--- src/rtl/obpl_pkg.sv ---
// shared types and constants for the order book price level block
package obpl_pkg;

    localparam int MAX_ORDERS_DEF  = 64;
    localparam int MAX_SHOWN_DEF   = 10;
    localparam int LEVELS_SHOWN_RST = 10;
    localparam int Q_DEPTH         = 2;

    localparam int PRICE_W  = 20;
    localparam int QTY_W    = 20;
    localparam int ID_W     = 32;
    localparam int CNT_W    = 7;
    localparam int LQTY_W   = 26;
    localparam int RANK_W   = 4;
    localparam int SHOWN_CFG_W = 4;

    localparam logic [CNT_W-1:0] CNT_MAX = {CNT_W{1'b1}};
    localparam logic [LQTY_W-1:0] LQTY_MAX = {LQTY_W{1'b1}};

    typedef enum logic {
        OP_ADD    = 1'b0,
        OP_CANCEL = 1'b1
    } op_t;

    typedef enum logic {
        SIDE_BUY  = 1'b0,
        SIDE_SELL = 1'b1
    } side_t;

    typedef enum logic [1:0] {
        ST_DONE      = 2'd0,
        ST_FULL      = 2'd1,
        ST_NOT_FOUND = 2'd2
    } status_t;

    typedef enum logic [2:0] {
        ENG_IDLE,
        ENG_MOD,
        ENG_COMMIT,
        ENG_LEVEL,
        ENG_EMIT
    } eng_state_t;

    typedef struct packed {
        op_t               op;
        side_t             side;
        logic [PRICE_W-1:0] price;
        logic [QTY_W-1:0]   qty;
        logic [ID_W-1:0]    cid;
    } cmd_t;

    typedef struct packed {
        status_t            status;
        logic [ID_W-1:0]    aid;
        logic               side_empty;
        logic [RANK_W-1:0]  rank;
        logic [PRICE_W-1:0] price;
        logic [CNT_W-1:0]   orders;
        logic [LQTY_W-1:0]  quantity;
        logic               last;
    } result_t;

endpackage

--- src/rtl/obpl_front.sv ---
// input stage: takes beats from the input stream and decodes them into commands
module obpl_front
    import obpl_pkg::*;
(
    input  logic        aclk,
    input  logic        aresetn,
    input  logic        s_axis_tvalid,
    output logic        s_axis_tready,
    input  logic [71:0] s_axis_tdata,
    input  logic [1:0]  s_axis_tuser,
    output logic        cmd_valid,
    input  logic        cmd_ready,
    output cmd_t        cmd
);

    logic vld_reg, vld_next;
    cmd_t cmd_reg;
    cmd_t dec;
    logic take;

    // decode one beat
    always_comb begin
        dec.op    = op_t'(s_axis_tuser[0]);
        dec.side  = side_t'(s_axis_tuser[1]);
        dec.price = s_axis_tdata[19:0];
        dec.qty   = s_axis_tdata[39:20];
        dec.cid   = s_axis_tdata[71:40];
    end

    assign s_axis_tready = !vld_reg || cmd_ready;
    assign take          = s_axis_tvalid && s_axis_tready;

    // holding register valid
    always_comb begin
        if (take) begin
            vld_next = 1'b1;
        end else if (cmd_ready) begin
            vld_next = 1'b0;
        end else begin
            vld_next = vld_reg;
        end
    end

    always_ff @(posedge aclk) begin
        if (!aresetn) begin
            vld_reg <= 1'b0;
        end else begin
            vld_reg <= vld_next;
        end
    end

    always_ff @(posedge aclk) begin
        if (take) begin
            cmd_reg <= dec;
        end
    end

    assign cmd_valid = vld_reg;
    assign cmd       = cmd_reg;

endmodule

--- config.mk ---
export PLATFORM = sky130hd
export DESIGN_NAME = obpl_front
export DESIGN_NICKNAME = d
export VERILOG_FILES = /design/src/rtl/obpl_pkg.sv /design/src/rtl/obpl_front.sv
export SDC_FILE = /design/constraint.sdc
export NUM_CORES = 1
export LEC_CHECK = 0
export BUFFER_PORTS_ARGS = -buffer_cell sky130_fd_sc_hd__buf_4
export CAP_MARGIN = 20
export CORE_ASPECT_RATIO = 2
export CORE_MARGIN = 5
export CORE_UTILIZATION = 42
export CTS_BUF_LIST = sky130_fd_sc_hd__clkbuf_8
export CTS_CLUSTER_DIAMETER = 40
export DETAILED_ROUTE_END_ITERATION = 12
export PLACE_DENSITY = 0.83
export SLEW_MARGIN = 5
export SYNTH_ARGS = -nofsm -noshare
export SYNTH_HDL_FRONTEND = slang
export SYNTH_SLANG_ARGS = --single-unit
export TNS_END_PERCENT = 100
--- constraint.sdc ---
create_clock -name aclk -period 1.8 [get_ports aclk]
set_input_delay 0.36 -clock aclk [delete_from_list [all_inputs] [get_ports aclk]]
set_output_delay 0.36 -clock aclk [all_outputs]
set_load 0.05 [all_outputs]
==> impl_results.md <==
- Outcome: finished clean
- Synthesized Nets: 157
- Final slew viol count: 0
- Hold buffer count at CTS: 0
- Resize count post-CTS: 0
- CTS tree: built
- Antenna-violating nets left: 0
- Metal2 WL: 3391 µm
- Crit Path Max Fanout: 3
- Crit path kind: reg -> out
- Clk pwr share: 0.268
- CTS buffer count: 9
- Worst IR Drop VDD: 0.0007382 V
- Post-layout nets: 323
- All-Layer GR Usage: 0.1664
- Ys flop type: edfxtp_1
- Worst min-delay path category: in -> reg
- Worst Skew: 5.183 ps
- M1 WL: 1499 µm
- Sequential Area: 2242 µm²
- Final non-filler cell total: 310
- Seq/Total Area, Yosys: 0.9835
- # Post-CTS Setup Buffers: 0
- Routed via count: 1409
- Synth top area share: 0.9748
- Core Region: 5373 µm²
- Slew margin rel.: 0.8228
- Depth of the CTS H-tree: 3
- Initial DRC Count: 56
- Most area-hungry cell type in the Yosys netlist: edfxtp_1
- Ys async rst share: 0
- Pin count of the biggest net entering global routing: 34
- Critical Path RT: 1440 ps
- Final setup vio count: 0
- Clk root buf: clkbuf_8
- Vias per std cell: 4.545
- CTS sink count: 75
- RSZ-0062 raised after global routing: false
- Fmax: 0.7520 GHz
- Clock Latency Late Sink: 320 ps
- Largest register FFs: 74
- DRC viols: 0
- Comb pwr share: 0.184
- Initial Util: 0.4243
- Metal3 WL: 638 µm
- Clock transition at path regs: 70 ps
- Crit path DAT: 970 ps
- Internal power: 2.789 mW
- Fill cells: 388
- Area of the die: 7091 µm²
- Cell Area, Synth: 2280 µm²
- Diodes inserted: 0
- Die Wd: 62.10 µm
- Post-synth EDFFs: 74
- PD cells: 1020 nW/µm²
- Placer congestion estimate: 0.7282
- P_sw: 0.9886 mW
- Sw Share: 0.2617
- Tcrit/Tclk final: 0.7388
- Dpl cells: 294
- Startpoint type of the worst setup path: flop
- Clk buf depth: 2
- I/O pins: 154
- Nature of the critical path endpoint: primary output
- Reg power frac: 0.548
- Synth top area cells: edfxtp_1 97%, dfxtp_1 0.88%, nand2b_4 0.60%
- DR WL/cell: 18.28 µm
- # rows: 38
- Worst path max stage delay: 380 ps
- Synth warn: 0
- Post-synth cell types: 6
- Number of buffers added on ports: 153
- Multi-input logic area: 33.78 µm²
- Die Y: 114.2 µm
- DRT Wirelength: 5668 µm
- Number of iterations in the first detailed-routing pass: 5
- Congestion Overflow GR: 0
- Mapped Cells: 79
- Layout cells sized above 1: 0.6720
- Uppermost routed layer: met4
- Lkg Pwr: 1.602 nW
- Worst slew pin tran: 265.8 ps
- Crit path max-delay cell type: dfxtp_1
- Fin. Hold Viols: 0
- Crit-path cells: nand2b_4, buf_4
- Setup TNS Final: 0 ps
- Vias in the first global route: 1486
- Avg Cell Area, Syn: 28.86 µm²
- Yosys reg bits: 75
- Initial antenna violation count: 0
- Global-route wire length before repair: 7921 µm
- Crit path time final: 1330 ps
- Post-DP HPWL: 4569 µm
- Maxcap violations: 0
- Most frequent cell after synthesis: edfxtp_1
- Area Growth Syn to Fin: 62.46%
[layout make-up]
type,instances,share of cell area
Multi-Input combinational cell,3,0.009122
Timing Repair Buffer,155,0.3209
Clock buffer,10,0.03716
Sequential cell,75,0.6054
Tap cell,60,0.02027
Inverter,1,0.001014
Clock inverter,6,0.006081
[path summary, 6_finish.rpt]
| check | startpoint | to | slack [ps] | cells after the start |
|---|---|---|---|---|
| worst min-delay path | s_axis_tdata[58] | cmd[18]$_DFFE_PP_ | 210 | 1 |
| worst max-delay path | cmd_valid$_SDFFE_PN0P_ | s_axis_tready | 470 | 2 |
| worst min register to register | cmd_valid$_SDFFE_PN0P_ | cmd_valid$_SDFFE_PN0P_ | 520 | 2 |
| worst max register to register | cmd_valid$_SDFFE_PN0P_ | cmd[0]$_DFFE_PP_ | 500 | 3 |
[layer usage]
metal,vias up,GRT usage
li1,649,-
met1,673,0.1595
met2,76,0.2902
met3,11,0.05982
met4,0,0.08782
met5,-,0
[power groups by stage]
stage                     clock network, mW  logic, mW  registers (mW)
after CTS                              1.05      0.702            2.07
final                                  1.01      0.694            2.07
after floorplan                           0     0.0401            2.46
after global placement                    0      0.690            2.10
after global routing                   1.15      0.720            2.08
after detailed placement                  0      0.702            2.11
[critical path, delay by kind of cell (launching register included)]
kind / cells / cell delay, ps
buffers and inverters: 1 / 190
AND/OR/NAND/NOR: 1 / 80
flip-flops: 1 / 380
[metrics by stage]
step | area (µm²) | setup slack [ps] | util | power (mW) | hold slack (ps)
2_1_floorplan | 2280 | 22.30 | - | 2.496 | 458.9
3_3_place_gp | 3543 | 383.0 | 0.6595 | 2.793 | 488.6
3_5_place_dp | 3543 | 346.3 | 0.6595 | 2.810 | 515.0
4_1_cts | 3704 | 446.8 | 0.6893 | 3.827 | 185.7
5_1_grt | 3704 | 421.4 | 0.6893 | 3.944 | 171.6
6_report | 3704 | 470.2 | 0.6893 | 3.778 | 206.3
[cells by family (layout without fill, tap and decap cells)]
group,count (synthesis),after routing,share of synthesized area
AO/OA/AOI/OAI,1,1,0.004939
buffers and inverters,1,172,0.001645
flip-flops,75,75,0.9835
AND/OR/NAND/NOR,2,2,0.009879
[placed cells by master, fill, tap and decap left out]
master / instances
edfxtp_1: 74
inv_1: 7
nand2b_4: 1
buf_4: 153
a21boi_2: 1
and2_4: 1
dfxtp_1: 1
clkbuf_8: 10
buf_12: 2
Note: power is estimated with default switching activity, not from simulation.
