===== src/rtl/obpl_pkg.sv =====
// shared types and constants for the order book price level block
package obpl_pkg;

    localparam int MAX_ORDERS_DEF  = 64;
    localparam int MAX_SHOWN_DEF   = 10;
    localparam int LEVELS_SHOWN_RST = 10;
    localparam int Q_DEPTH         = 2;

    localparam int PRICE_W  = 20;
    localparam int QTY_W    = 20;
    localparam int ID_W     = 32;
    localparam int CNT_W    = 7;
    localparam int LQTY_W   = 26;
    localparam int RANK_W   = 4;
    localparam int SHOWN_CFG_W = 4;

    localparam logic [CNT_W-1:0] CNT_MAX = {CNT_W{1'b1}};
    localparam logic [LQTY_W-1:0] LQTY_MAX = {LQTY_W{1'b1}};

    typedef enum logic {
        OP_ADD    = 1'b0,
        OP_CANCEL = 1'b1
    } op_t;

    typedef enum logic {
        SIDE_BUY  = 1'b0,
        SIDE_SELL = 1'b1
    } side_t;

    typedef enum logic [1:0] {
        ST_DONE      = 2'd0,
        ST_FULL      = 2'd1,
        ST_NOT_FOUND = 2'd2
    } status_t;

    typedef enum logic [2:0] {
        ENG_IDLE,
        ENG_MOD,
        ENG_COMMIT,
        ENG_LEVEL,
        ENG_EMIT
    } eng_state_t;

    typedef struct packed {
        op_t               op;
        side_t             side;
        logic [PRICE_W-1:0] price;
        logic [QTY_W-1:0]   qty;
        logic [ID_W-1:0]    cid;
    } cmd_t;

    typedef struct packed {
        status_t            status;
        logic [ID_W-1:0]    aid;
        logic               side_empty;
        logic [RANK_W-1:0]  rank;
        logic [PRICE_W-1:0] price;
        logic [CNT_W-1:0]   orders;
        logic [LQTY_W-1:0]  quantity;
        logic               last;
    } result_t;

endpackage


===== src/rtl/obpl_queue.sv =====
// short command queue between the front and the engine
module obpl_queue
    import obpl_pkg::*;
(
    input  logic aclk,
    input  logic aresetn,
    input  logic push_valid,
    output logic push_ready,
    input  cmd_t push_data,
    output logic pop_valid,
    input  logic pop_ready,
    output cmd_t pop_data
);

    localparam int PTR_W = (Q_DEPTH > 1) ? $clog2(Q_DEPTH) : 1;
    localparam int CNT_QW = $clog2(Q_DEPTH + 1);

    cmd_t               buf_reg [Q_DEPTH];
    logic [PTR_W-1:0]   wr_ptr_reg, wr_ptr_next;
    logic [PTR_W-1:0]   rd_ptr_reg, rd_ptr_next;
    logic [CNT_QW-1:0]  count_reg, count_next;
    logic               do_push, do_pop;

    assign push_ready = (count_reg != CNT_QW'(Q_DEPTH));
    assign pop_valid  = (count_reg != '0);
    assign pop_data   = buf_reg[rd_ptr_reg];
    assign do_push    = push_valid && push_ready;
    assign do_pop     = pop_valid && pop_ready;

    // pointer and fill count update
    always_comb begin
        wr_ptr_next = wr_ptr_reg;
        rd_ptr_next = rd_ptr_reg;
        count_next  = count_reg;
        if (do_push) begin
            wr_ptr_next = (wr_ptr_reg == PTR_W'(Q_DEPTH - 1)) ? '0 : wr_ptr_reg + 1'b1;
        end
        if (do_pop) begin
            rd_ptr_next = (rd_ptr_reg == PTR_W'(Q_DEPTH - 1)) ? '0 : rd_ptr_reg + 1'b1;
        end
        if (do_push && !do_pop) begin
            count_next = count_reg + 1'b1;
        end else if (do_pop && !do_push) begin
            count_next = count_reg - 1'b1;
        end
    end

    always_ff @(posedge aclk) begin
        if (!aresetn) begin
            wr_ptr_reg <= '0;
            rd_ptr_reg <= '0;
            count_reg  <= '0;
        end else begin
            wr_ptr_reg <= wr_ptr_next;
            rd_ptr_reg <= rd_ptr_next;
            count_reg  <= count_next;
        end
    end

    always_ff @(posedge aclk) begin
        if (do_push) begin
            buf_reg[wr_ptr_reg] <= push_data;
        end
    end

    // fill count never passes the depth
    a_count_bound: assert property (@(posedge aclk) disable iff (!aresetn)
        count_reg <= CNT_QW'(Q_DEPTH))
        else $error("queue count out of range");

    // a pop with no push lowers the count by one
    a_count_pop: assert property (@(posedge aclk) disable iff (!aresetn)
        (do_pop && !do_push) |=> (count_reg == $past(count_reg) - 1'b1))
        else $error("queue count did not drop on pop");

    // the entry written is the one read after an empty queue
    a_pass: assert property (@(posedge aclk) disable iff (!aresetn)
        (do_push && count_reg == '0) |=> (pop_data == $past(push_data)))
        else $error("queue data mismatch");

endmodule


===== config.mk =====
export PLATFORM = sky130hd
export DESIGN_NAME = obpl_queue
export DESIGN_NICKNAME = d
export VERILOG_FILES = /design/src/rtl/obpl_pkg.sv /design/src/rtl/obpl_queue.sv
export SDC_FILE = /design/constraint.sdc
export NUM_CORES = 1
export LEC_CHECK = 0
export BUFFER_PORTS_ARGS = -buffer_cell sky130_fd_sc_hd__buf_2
export CORE_ASPECT_RATIO = 1.2
export CORE_MARGIN = 3
export CORE_UTILIZATION = 40
export DETAILED_ROUTE_END_ITERATION = 7
export PLACE_DENSITY = 0.72
export SYNTH_ARGS = -nofsm -noshare
export SYNTH_HDL_FRONTEND = slang
export SYNTH_SLANG_ARGS = --single-unit

===== constraint.sdc =====
create_clock -name aclk -period 3.05 [get_ports aclk]
set_input_delay 0.4575 -clock aclk [delete_from_list [all_inputs] [get_ports aclk]]
set_output_delay 0.4575 -clock aclk [all_outputs]
set_load 0.005 [all_outputs]

==> metrics.txt <==
TritonCTS clock tree built; number of nets in the finished design 501; Top Layer Used met4; GRT Residual Overflow 0; Final Hold Vio Count 0; fill cell instance count of the final layout 1102; Worst Path Max Fanout 33; Buf+Inv Stages, Crit Path 2; cell-by-cell trace of the critical path buf_4, mux2_2, buf_2; count of distinct cell types in the synthesized netlist 20; diode insertion count for antenna repair 0; most frequently used flop master after synthesis sky130_fd_sc_hd__edfxtp_1; starting utilization of the core area 41.57%; switching share of total power 23.82%; synthesized netlist net count 333; share of total power in sequential cells 45.3%; DRT iter0 DRCs 76; most frequent cell after synthesis sky130_fd_sc_hd__edfxtp_1; Area Overhead vs Synth 28.59%; largest net degree at the start of global routing 39; Combinational Power Share 19.3%; Clk Latency, worst-skew pair 0.40 ns; Netlist Area Pre-Place 0.005575 mm2; Clock Pin Slew Worst Setup and Hold Paths 0.06 ns; FFs w/ async S/R, synth 0%; count of TritonRoute iterations in the first routing pass 6; die area 0.01540 mm2; Post-Place Worst Slack 0.9987 ns; Detail Route met2 WL 5277 um; Worst Path Class, Setup reg2out; maximum vdd ir drop 0.4687 mV; wire length of the first global-routing pass 15660 um; commonest cells in the synthesized netlist 148 x sky130_fd_sc_hd__edfxtp_1, 74 x sky130_fd_sc_hd__mux2_2, 6 x sky130_fd_sc_hd__buf_4; Total GRT Usage 13.51%; outcome complete, no violations; number of clock buffers inserted by TritonCTS 17; pins over their slew limit 0; number of flops mapped to enable cells by yosys 148; clk sinks 153; Hold/Removal Path Class in2reg; transition time at the pin with the least slew margin 0.6892 ns; Routed Wire Length 10020 um; power density relative to cell area 848.6 mW/mm2; dpl hpwl 6655 um; antenna violations before repair 0; biggest area consumer among synthesized cells sky130_fd_sc_hd__edfxtp_1; final core utilization 53.46%; final setup violating endpoints 0; DRC violation count after routing 0; Leak 2.674 nW; internal portion of total power 4.635 mW; required time of the critical path 2.59 ns; kind of end point of the critical path output port; total number of H-tree levels 4; root buffer selected by CTS sky130_fd_sc_hd__clkbuf_16; type of element launching the critical path flop; met3 routed wirelength 710 um; I/O Buffers 153; worst rel slew slack 54.05%; Horiz. Die Dim 113.8 um; quantity of hold-fixing buffers added after cts 0; number of standard-cell rows in the floorplan 46; routability congestion estimate 0.6723; dominant delay contributor by cell family on the critical path flip-flops; vias in the first global route 3175; mean cell area of the mapped netlist 21.95 um2; Data arrival, critical path 1.95 ns; Yosys warning total 0; smallest hold slack 0.2372 ns; count of nets left with antenna violations after detail routing 0; post-layout worst setup margin 0.6383 ns; slowest cell on the critical path sky130_fd_sc_hd__dfxtp_4; Tmin final 2.412 ns; share of final-layout standard cells stronger than drive strength 1 61.06%; Clock power frac 35.3%; gate count after technology mapping 254; total via count after detailed routing 2903; post-route setup TNS 0 ns; Resized cells post-CTS 0; Die Span Y 135.3 um; flip-flop count of the largest register, all copies and words added 148; met1 WL 3915 um; clock skew 0.006889 ns; final routed wire length divided by cell count 16.65 um; top achievable clock speed 414.6 MHz; cell types occupying the most area after synthesis sky130_fd_sc_hd__edfxtp_1 80%, sky130_fd_sc_hd__mux2_2 15%, sky130_fd_sc_hd__dfxtp_1 1.8%; IO Count 154; number of storage elements in the synthesis netlist 153; core footprint 0.01341 mm2; buffer levels on the longest clock path 2; Net Sw Power 1.449 mW; number of max-capacitance violations reported 0; share of the clock period used by the worst path after layout 79.07%; top cell type's share of synthesized area 79.71%; via density per instance 4.822; setup repair after global routing missed its margin false; critical path's largest stage delay 0.62 ns; part of the Yosys area used for sequential elements 81.51%; Post-CTS Repair Setup Buffers 0
## layout make-up
class                           count  area, um2  area share (%)
Clock buffer                       18      429.2           5.986
Clock inverter                     13      178.9           2.496
Timing Repair Buffer              157      820.8           11.45
Sequential cell                   153       4548           63.44
Inverter                            1      5.005         0.06981
Multi-Input combinational cell     92      977.2           13.63
Tap cell                          168      210.2           2.932
## metrics by stage
step           instance area, um2  total power [mW]  std cells
4_1_cts                      7169             6.187        602
5_1_grt                      7169             6.395        602
3_5_place_dp                 6561             4.016        571
6_report                     7169             6.084        602
3_3_place_gp                 6561             3.977        571
2_1_floorplan                5575             3.500        254
## cell families (layout without fill, tap and decap cells)
kind of cell / after synthesis / after routing / synth area share [%]
buffers and inverters: 9 / 189 / 1.055
multiplexers: 74 / 74 / 14.95
flip-flops: 153 / 153 / 81.51
AO/OA/AOI/OAI: 5 / 5 / 0.6283
AND/OR/NAND/NOR: 9 / 9 / 1.167
adder cells (fa/ha/maj): 1 / 1 / 0.2244
XOR/XNOR: 3 / 3 / 0.4714
## routing by layer
layer | global-route usage, % | vias to the layer above
met5 | 0 | -
li1 | - | 1351
met4 | 4.950 | 0
met3 | 5.049 | 11
met2 | 23.38 | 102
met1 | 15.24 | 1439
## power groups by stage
stage                     logic, mW  clock network (mW)  registers, mW
after floorplan               0.765                   0           2.74
after global placement         1.19                   0           2.79
after detailed placement       1.20                   0           2.81
after CTS                      1.21                2.21           2.77
after global routing           1.29                2.31           2.79
final                          1.18                2.15           2.76
## final timing paths
kind	from	end	slack [ns]	depth (start not counted)
setup / recovery	flop	pop_data[60]	0.64	3
hold / removal	push_data[71]	buf_reg[1][71]	0.24	1
setup reg to reg	count_reg[0]	buf_reg[0][35]	1.12	4
hold reg to reg	count_reg[1]	count_reg[1]	0.58	2
## layout by cell type, fill, tap and decap left out, drive strengths merged
| cell type | count |
|---|---|
| mux2 | 74 |
| dfxtp | 5 |
| or2 | 1 |
| a21bo | 1 |
| edfxtp | 148 |
| o21ai | 2 |
| xor2 | 1 |
| xnor2 | 2 |
| and2 | 4 |
| nand3b | 1 |
| clkinvlp | 2 |
| a21boi | 2 |
| clkbuf | 18 |
| nand2b | 1 |
| ha | 1 |
| buf | 157 |
| bufinv | 4 |
| or3 | 1 |
| clkinv | 8 |
| and3 | 1 |
Note: power is estimated with default switching activity, not from simulation.
